$ cat config.mk
export PLATFORM = sky130hd
export DESIGN_NAME = cyrillic_byte_transcoder_core
export DESIGN_NICKNAME = d
export VERILOG_FILES = /design/src/sv/cbt_pkg.sv /design/src/sv/cyrillic_byte_transcoder_core.sv
export SDC_FILE = /design/constraint.sdc
export NUM_CORES = 1
export LEC_CHECK = 0
export ABC_AREA = 1
export BUFFER_PORTS_ARGS = -buffer_cell sky130_fd_sc_hd__buf_2
export CORE_MARGIN = 2
export CORE_UTILIZATION = 63
export DETAILED_ROUTE_END_ITERATION = 10
export PLACE_DENSITY = 0.82
export SLEW_MARGIN = 5
export SYNTH_ARGS = -nofsm -noshare
export SYNTH_HDL_FRONTEND = slang
export SYNTH_SLANG_ARGS = --single-unit
$ cat constraint.sdc
create_clock -name clk -period 3.4 [get_ports clk]
set_input_delay 0.34 -clock clk [delete_from_list [all_inputs] [get_ports clk]]
set_output_delay 0.34 -clock clk [all_outputs]
set_load 0.005 [all_outputs]
$ cat src/sv/cbt_pkg.sv
// Shared types and codes for the Cyrillic byte transcoder.
package cbt_pkg;

  localparam logic [1:0] MODE_UTF8_TO_866  = 2'd0;
  localparam logic [1:0] MODE_1251_TO_866  = 2'd1;
  localparam logic [1:0] MODE_866_PASS     = 2'd2;
  localparam logic [1:0] MODE_866_TO_1251  = 2'd3;

  localparam logic [1:0] STATUS_OK         = 2'd0;
  localparam logic [1:0] STATUS_TRUNCATED  = 2'd1;
  localparam logic [1:0] STATUS_BAD_LEAD   = 2'd2;

  typedef struct packed {
    logic [7:0] in_byte;
    logic       is_last;
  } in_item_t;

  typedef struct packed {
    logic [7:0] out_byte;
    logic [1:0] status;
    logic       end_mark;
  } out_item_t;

endpackage

$ cat src/sv/cyrillic_byte_transcoder_core.sv
// Cyrillic byte transcoder: UTF-8/CP1251/CP866 conversion, one byte per item.
// Datapath: an accepted item passes through the input register, then the
//   result register.
// Throughput: one item per cycle; a stalled result holds one more item in
//   the input register before in_stall rises.
// Reset (synchronous): mode returns to UTF-8 to CP866, decoder state cleared.
module cyrillic_byte_transcoder_core (
  input  logic               clk,
  input  logic               rst,
  input  logic               in_valid,
  output logic               in_stall,
  input  cbt_pkg::in_item_t  in_data,
  output logic               out_valid,
  input  logic               out_stall,
  output cbt_pkg::out_item_t out_data,
  input  logic               cfg_we,
  input  logic [1:0]         cfg_wdata
);

  function automatic logic [7:0] map_code(input logic [15:0] cp);
    logic [15:0] d;
    begin
      d = 16'd0;
      if (cp == 16'h0401) begin
        map_code = 8'hF0;
      end else if (cp == 16'h0451) begin
        map_code = 8'hF1;
      end else if (cp >= 16'd1040 && cp <= 16'd1103) begin
        if (cp > 16'h043F) d = cp - 16'd864;
        else d = cp - 16'd912;
        map_code = d[7:0];
      end else begin
        map_code = cp[7:0];
      end
    end
  endfunction

  function automatic logic [7:0] from_1251(input logic [7:0] c);
    begin
      if (c >= 8'd240) from_1251 = c - 8'd16;
      else if (c >= 8'd192) from_1251 = c - 8'd64;
      else from_1251 = c;
    end
  endfunction

  function automatic logic [7:0] to_1251(input logic [7:0] c);
    begin
      if (c >= 8'd128 && c <= 8'd175) to_1251 = c + 8'd64;
      else if (c >= 8'd224 && c <= 8'd239) to_1251 = c + 8'd16;
      else to_1251 = c;
    end
  endfunction

  logic [1:0]         mode;
  logic               in_q_valid;
  cbt_pkg::in_item_t  in_q;
  logic [15:0]        code_accum, code_accum_next;
  logic [1:0]         bytes_pending, bytes_pending_next;
  logic               error_seen, error_seen_next;
  logic               advance, process, emit;
  logic [7:0]         ob;
  logic [1:0]         st;
  logic [15:0]        cp;

  assign advance  = !(out_valid && out_stall);
  assign process  = in_q_valid && advance;
  assign in_stall = in_q_valid && !advance;

  always_comb begin
    emit               = 1'b0;
    ob                 = 8'd0;
    st                 = cbt_pkg::STATUS_OK;
    code_accum_next    = code_accum;
    bytes_pending_next = bytes_pending;
    error_seen_next    = error_seen;
    cp                 = code_accum | {10'd0, in_q.in_byte[5:0]};
    if (!error_seen) begin
      unique case (mode)
        cbt_pkg::MODE_1251_TO_866: begin
          ob   = from_1251(in_q.in_byte);
          emit = 1'b1;
        end
        cbt_pkg::MODE_866_PASS: begin
          ob   = in_q.in_byte;
          emit = 1'b1;
        end
        cbt_pkg::MODE_866_TO_1251: begin
          ob   = to_1251(in_q.in_byte);
          emit = 1'b1;
        end
        default: begin
          if (bytes_pending == 2'd0) begin
            if (!in_q.in_byte[7]) begin
              ob   = in_q.in_byte;
              emit = 1'b1;
            end else if (in_q.in_byte[7:5] == 3'b110) begin
              code_accum_next    = {5'd0, in_q.in_byte[4:0], 6'd0};
              bytes_pending_next = 2'd1;
              if (in_q.is_last) begin
                st   = cbt_pkg::STATUS_TRUNCATED;
                emit = 1'b1;
              end
            end else if (in_q.in_byte[7:4] == 4'b1110) begin
              code_accum_next    = {in_q.in_byte[3:0], 12'd0};
              bytes_pending_next = 2'd2;
              if (in_q.is_last) begin
                st   = cbt_pkg::STATUS_TRUNCATED;
                emit = 1'b1;
              end
            end else begin
              st   = cbt_pkg::STATUS_BAD_LEAD;
              emit = 1'b1;
            end
          end else if (bytes_pending == 2'd2) begin
            code_accum_next    = code_accum | {4'd0, in_q.in_byte[5:0], 6'd0};
            bytes_pending_next = 2'd1;
            if (in_q.is_last) begin
              st   = cbt_pkg::STATUS_TRUNCATED;
              emit = 1'b1;
            end
          end else begin
            ob                 = map_code(cp);
            code_accum_next    = 16'd0;
            bytes_pending_next = 2'd0;
            emit               = 1'b1;
          end
        end
      endcase
      if (st != cbt_pkg::STATUS_OK) begin
        ob                 = 8'd0;
        code_accum_next    = 16'd0;
        bytes_pending_next = 2'd0;
        error_seen_next    = 1'b1;
      end
    end
    if (in_q.is_last) begin
      code_accum_next    = 16'd0;
      bytes_pending_next = 2'd0;
      error_seen_next    = 1'b0;
    end
  end

  always_ff @(posedge clk) begin
    if (rst) begin
      mode          <= cbt_pkg::MODE_UTF8_TO_866;
      in_q_valid    <= 1'b0;
      out_valid     <= 1'b0;
      code_accum    <= 16'd0;
      bytes_pending <= 2'd0;
      error_seen    <= 1'b0;
    end else begin
      if (cfg_we) mode <= cfg_wdata;
      if (in_valid && !in_stall) in_q_valid <= 1'b1;
      else if (advance) in_q_valid <= 1'b0;
      if (advance) out_valid <= process && emit;
      if (process) begin
        code_accum    <= code_accum_next;
        bytes_pending <= bytes_pending_next;
        error_seen    <= error_seen_next;
      end
    end
  end

  always_ff @(posedge clk) begin
    if (in_valid && !in_stall) in_q <= in_data;
    if (advance) begin
      out_data.out_byte <= ob;
      out_data.status   <= st;
      out_data.end_mark <= in_q.is_last;
    end
  end

endmodule

==> impl_metrics.ini, run 1 <==
[logic_synthesis]
synth-simple-area-share_pct = 34.6
synth_compound_area_share_pct = 12.4
synth.net_count = 374
synthMuxAreaShare_pct = 0
synth_fa_ha_area_share_pct = 5.98
synth_area_leaders = edfxtp_1, dfxtp_1, nand2_1
syn_area_per_cell_um2 = 7.26
ys_warn_count = 0
synth_seq_cells = 37
syn_inst = 346
netlist.area_leader.share_pct = 23.9
ys_types = 37
synth.largest_area_cell = edfxtp_1
synth-seq-area-share_pct = 37.5
synthXorXnorAreaFrac_pct = 1.05
synth_top_family_by_area = simple AND/OR/NAND/NOR gates
synthesis.area_um2 = 2510

[final_layout]
fin_util_pct = 74.5
drive_gt1_share_pct = 16.8
n_antenna_cell = 0
final_net_count = 403
synthToLayoutAreaGrowth_pct = 11.0
layout_commonest_cell = nand2_1
final_cell_mix = nand2_1, nor2_1, inv_1, nand3_1, buf_2

[floorplanning]
die_y_um = 67.2
dieWidth_um = 67.2
initial_utilization_pct = 67.1
core_area_um2 = 3740
dieArea_um2 = 4510
io_pins = 29
rows = 22

[worst_setup_path]
reg2reg_depth = 14
crit_type = reg -> reg
slowest_delay_ns = 0.60
crit_fanout = 11
crit_top_cell = nand2_1
crit_chain = inv_2, ha_1, nand2_1, inv_1, nand3_1, nand2_1, nand2_1, inv_1, nor2_1, nand3_1, nand3_1, nand2_1, a21oi_1, nor2_1
critPathRequiredTime_ns = 3.47
rrSetupSlack_ns = 1.06
cp.arrival_ns = 2.41
crit_path_end_kind = register
start_kind = register
critPathSlowestCell = edfxtp_1
worstReg2RegStart = in_q[5]
cp-startpoint = in_q[5]
r2r_end = out_data[7]

[global_routing]
grt_pass1_vias = 2255
antenna_found_initial = 0
grt_max_degree = 16
grt_pass1_wl_um = 10300
track_usage_pct = 30.9
grt_overflow_total = 0

[sta]
tns_ns = 0
final-hold-violation-count = 0
tightest_slew_ns = 0.558
relSlewSlack_pct = 62.7
setup_viol = 0
rsz0062_at_grt = no
fin_crit_sh_pct = 68.8
min_period_ns = 2.34
fin_worst_skew_ns = 0.00821
finalMaxSlewViolations = 0
whs_ns = 0.212
fmax_mhz = 428

[power_and_ir_drop]
powerDensity_nw_per_um2 = 408
p_int_mw = 0.799
pwr-share-clk_pct = 34.5
power.total_mw = 1.14
p_seq_share_pct = 46.6
vdd_drop_max_mv = 0.276
p_switching_mw = 0.338
leakage_nw = 1.32
p_sw_share_pct = 29.7
combinationalPowerShare_pct = 18.9

[detailed_routing]
viasPerCell = 5.83
top_layer_used = met4
drc = 0
vias = 2470
ant_nets = 0
wl_met1_um = 2670
drt-total-wl_um = 6240
wl_met3_um = 548
first_iter_violations = 354
drt-pass1-iter-count = 7
wire_per_inst_um = 14.7
met2_wirelength_um = 2800

[run]
max-cap-violations = 0

[cts]
post_cts_buffers = 0
h-tree-depth = 2
cts_made_buffers = 5
clockRootBuffer = clkbuf_8
path_clk_slew_ns = 0.08
clock_latency_ns = 0.30
cts.path.max_buffers = 2
tritoncts = done
ctsHoldBuffers = 0
clock-sinks = 37
post_cts_resized = 0

[min_path]
min_path_cells = 1
hp-class = in -> reg
worstHoldEndpoint = in_q[5]
hold_start = in_data[5]

[placement]
port_buffers = 28
dpl.hpwl_um = 4680
gp_congestion = 0.914

[run_status]
status = finished clean
## worst max-delay path by stage
stage,end,slack (ns),depth (start not counted)
final,out_data[7],1.06,14
after global routing,out_data[8],0.83,14
after CTS,out_data[7],1.04,14
after detailed placement,out_data[7],1.05,14
after global placement,out_data[7],1.07,14
after floorplan,out_data[8],1.48,16
## sequential cells by signal (all words and copies together), names as in the netlist
register	cells
out_data	11
code_accum	10
in_q	9
bytes_pending	2
mode	2
error_seen	1
in_q_valid	1
out_valid	1
## Yosys cell counts, drive strengths merged
cell type  instances
nor2              50
a31oi              2
ha                12
a21boi             1
o311ai             5
edfxtp            20
o21bai             1
dfxtp             17
nand3             38
clkbuf             3
a211oi             2
o21ai             17
o32ai              1
nand4              6
nor3               6
nor4               1
xor2               3
a21oi             20
nand2             91
inv               46
buf                3
a21o               1
## layer usage
layer  global-route usage, %  vias up
li1                        -     1202
met1                    40.8     1119
met2                    46.5      128
met3                    8.50       21
met4                    15.3        0
met5                       0        -
## worst max-delay path, delay by kind of cell (launching register included)
kind	cells	cell delay [ns]
AOI/OAI and AO/OA	1	0.14
adders and majority gates	1	0.29
buffers and inverters	3	0.29
DFF	1	0.60
and+or+nand+nor	9	0.79
## power by group through the flow
stage / registers (mW) / clock network (mW) / logic [mW]
CTS: 0.530 / 0.393 / 0.211
finish: 0.530 / 0.392 / 0.214
detailed placement: 0.540 / 0 / 0.208
floorplan: 0.532 / 0 / 0.152
global placement: 0.539 / 0 / 0.206
global route: 0.534 / 0.411 / 0.241
## kinds of logic (layout without fill, tap and decap cells)
group	count (synthesis)	count (layout)
and+or+nand+nor	192	192
buffers and inverters	52	82
AOI/OAI and AO/OA	50	50
DFF	37	37
adders and majority gates	12	12
xor gates and xnor gates	3	3
## through the flow
step           setup slack [ns]  instance area (µm²)  std cells
6_report                   1.06                 2790        424
5_1_grt                   0.828                 2790        424
4_1_cts                    1.04                 2790        424
3_5_place_dp               1.05                 2680        416
3_3_place_gp               1.07                 2680        416
2_1_floorplan              1.48                 2510        346
## cell type report
type | count | area, µm²
Multi-Input combinational cell | 257 | 1360
Fill cell | 320 | 955
Sequential cell | 37 | 941
Inverter | 46 | 178
Timing Repair Buffer | 28 | 140
Clock buffer | 5 | 68.8
Tap cell | 48 | 60.1
Clock inverter | 3 | 43.8
Note: power is estimated with default switching activity, not from simulation.
==> run 2: changes to the inputs <==
Settings changed: CORE_UTILIZATION 63 to 59, PLACE_DENSITY 0.82 to 0.77.
Clock period 3.4 ns to 2.2 ns, I/O delays scaled along.
==> impl_metrics.ini, run 2 (synthesis results as in run 1) <==
[run_status]
status = finished clean

[sta]
finalMaxSlewViolations = 0
fin_crit_sh_pct = 94.7
relSlewSlack_pct = 73.6
whs_ns = 0.0981
tightest_slew_ns = 0.396
min_period_ns = 2.08
setup_viol = 0
fmax_mhz = 480
final-hold-violation-count = 0
fin_worst_skew_ns = 0.00685

[detailed_routing]
ant_nets = 0
drc = 0
drt-total-wl_um = 6200
viasPerCell = 5.53
first_iter_violations = 291
vias = 2429
drt-pass1-iter-count = 5
wire_per_inst_um = 14.1

[min_path]
worstHoldEndpoint = in_q[4]
hold_start = in_data[4]
hp-class = in -> reg
min_path_cells = 1

[global_routing]
grt_overflow_total = 0
grt_max_degree = 16
grt_pass1_vias = 2223
grt_pass1_wl_um = 10400
antenna_found_initial = 0
track_usage_pct = 26.8

[floorplanning]
dieWidth_um = 69.3
die_y_um = 69.3
io_pins = 29
rows = 23
core_area_um2 = 4060
initial_utilization_pct = 61.9
dieArea_um2 = 4800

[power_and_ir_drop]
powerDensity_nw_per_um2 = 610
leakage_nw = 1.38
power.total_mw = 1.77
vdd_drop_max_mv = 0.474

[final_layout]
final_net_count = 416
reg_top3 = out_data: 11 flops, code_accum: 10 flops, in_q: 9 flops
drive_gt1_share_pct = 20.1
final_cell_mix = nand2_1, nor2_1, inv_1, nand3_1, buf_2
multi_input_area_um2 = 1360
fillCellCount = 335
synthToLayoutAreaGrowth_pct = 15.4
regArea_um2 = 941
layout_commonest_cell = nand2_1
n_antenna_cell = 0
largest_reg_flops = 11
largest_register = out_data

[worst_setup_path]
critPathRequiredTime_ns = 2.26
rrSetupSlack_ns = 0.12
start_kind = register
crit_fanout = 7
crit_path_end_kind = register
crit_top_cell = nand2_1
crit_buf_inv = 4
critPathSlowestCell = edfxtp_1
r2r_end = out_data[9]
worstReg2RegStart = in_q[6]
crit_family = simple AND/OR/NAND/NOR gates
slowest_delay_ns = 0.51
reg2reg_depth = 15
cp.arrival_ns = 2.15
crit_type = reg -> reg
crit_chain = inv_4, ha_2, inv_1, nor2_1, nand2_1, nand2_1, nand2_1, nand2_2, inv_2, nand2_1, nand3_1, nand2_1, nand3_1, nand2_1, inv_1

[cts]
cts_made_buffers = 5
clock_latency_ns = 0.29
path_clk_slew_ns = 0.08
clock-sinks = 37
h-tree-depth = 2
cts.path.max_buffers = 2
clockRootBuffer = clkbuf_8
tritoncts = done

[run]
max-cap-violations = 0

[placement]
gp_congestion = 0.984
port_buffers = 28
dpl.hpwl_um = 4560
run 2: how the worst max path moves through the flow:
stage,start,end,slack [ns],depth (start not counted)
2_1_floorplan,in_q[5],out_data[8],0.28,16
3_3_place_gp,in_q[6],out_data[9],0.15,13
3_5_place_dp,in_q[6],out_data[9],0.07,15
4_1_cts,in_q[6],out_data[9],0.03,15
5_1_grt,in_q[6],out_data[9],-0.005,15
6_report,in_q[6],out_data[9],0.12,15
run 2: what timing repair did:
item / CTS / global route
endpoints found under the hold margin: 0 / 0
hold buffers: 0 / 0
resized for setup: 0 / 4
buffers inserted: 0 / 6
endpoints found under the setup margin: 0 / 4
run 2: where the power goes:
part,switching [mW],total (mW),internal [mW]
clock network,0.259,0.598,0.340
registers,0.0301,0.809,0.779
logic,0.228,0.361,0.133
run 2: cell type report:
class	count	share of cell area [%]
clock inverter	3	1.51
clock buffer	5	2.37
sequential	37	32.4
multi-input combinational	257	47.0
inverter	46	6.21
timing repair buffer	41	8.33
tap	50	2.16
run 2: routing by layer:
| layer | routed length (µm) | vias to the layer above | share of wire (%) | GRT usage [%] |
|---|---|---|---|---|
| met3 | 450 | 15 | 7.3 | 5.67 |
| met5 | 0 | - | 0 | 0 |
| met1 | 2780 | 1084 | 45 | 36.3 |
| met4 | 140 | 0 | 2.3 | 8.93 |
| met2 | 2820 | 103 | 46 | 42.8 |
| li1 | - | 1227 | - | - |
run 2: worst register-to-register path: cells and delay by family, from the launching register on:
| family | cells | cell delay [ns] |
|---|---|---|
| AND/OR/NAND/NOR | 10 | 0.80 |
| flip-flops | 1 | 0.51 |
| buffers and inverters | 4 | 0.33 |
| adder cells (fa/ha/maj) | 1 | 0.22 |
run 2: per-stage QoR:
stage / worst slack [ns] / setup TNS (ns) / std cells / util (%) / area [µm²]
6_report: 0.117 / 0 / 439 / 71.5 / 2900
4_1_cts: 0.0263 / 0 / 433 / 70.1 / 2840
3_3_place_gp: 0.149 / 0 / 425 / 67.3 / 2730
3_5_place_dp: 0.0735 / 0 / 425 / 67.3 / 2730
2_1_floorplan: 0.283 / 0 / 346 / - / 2510
5_1_grt: -0.00503 / -0.00640 / 439 / 71.5 / 2900
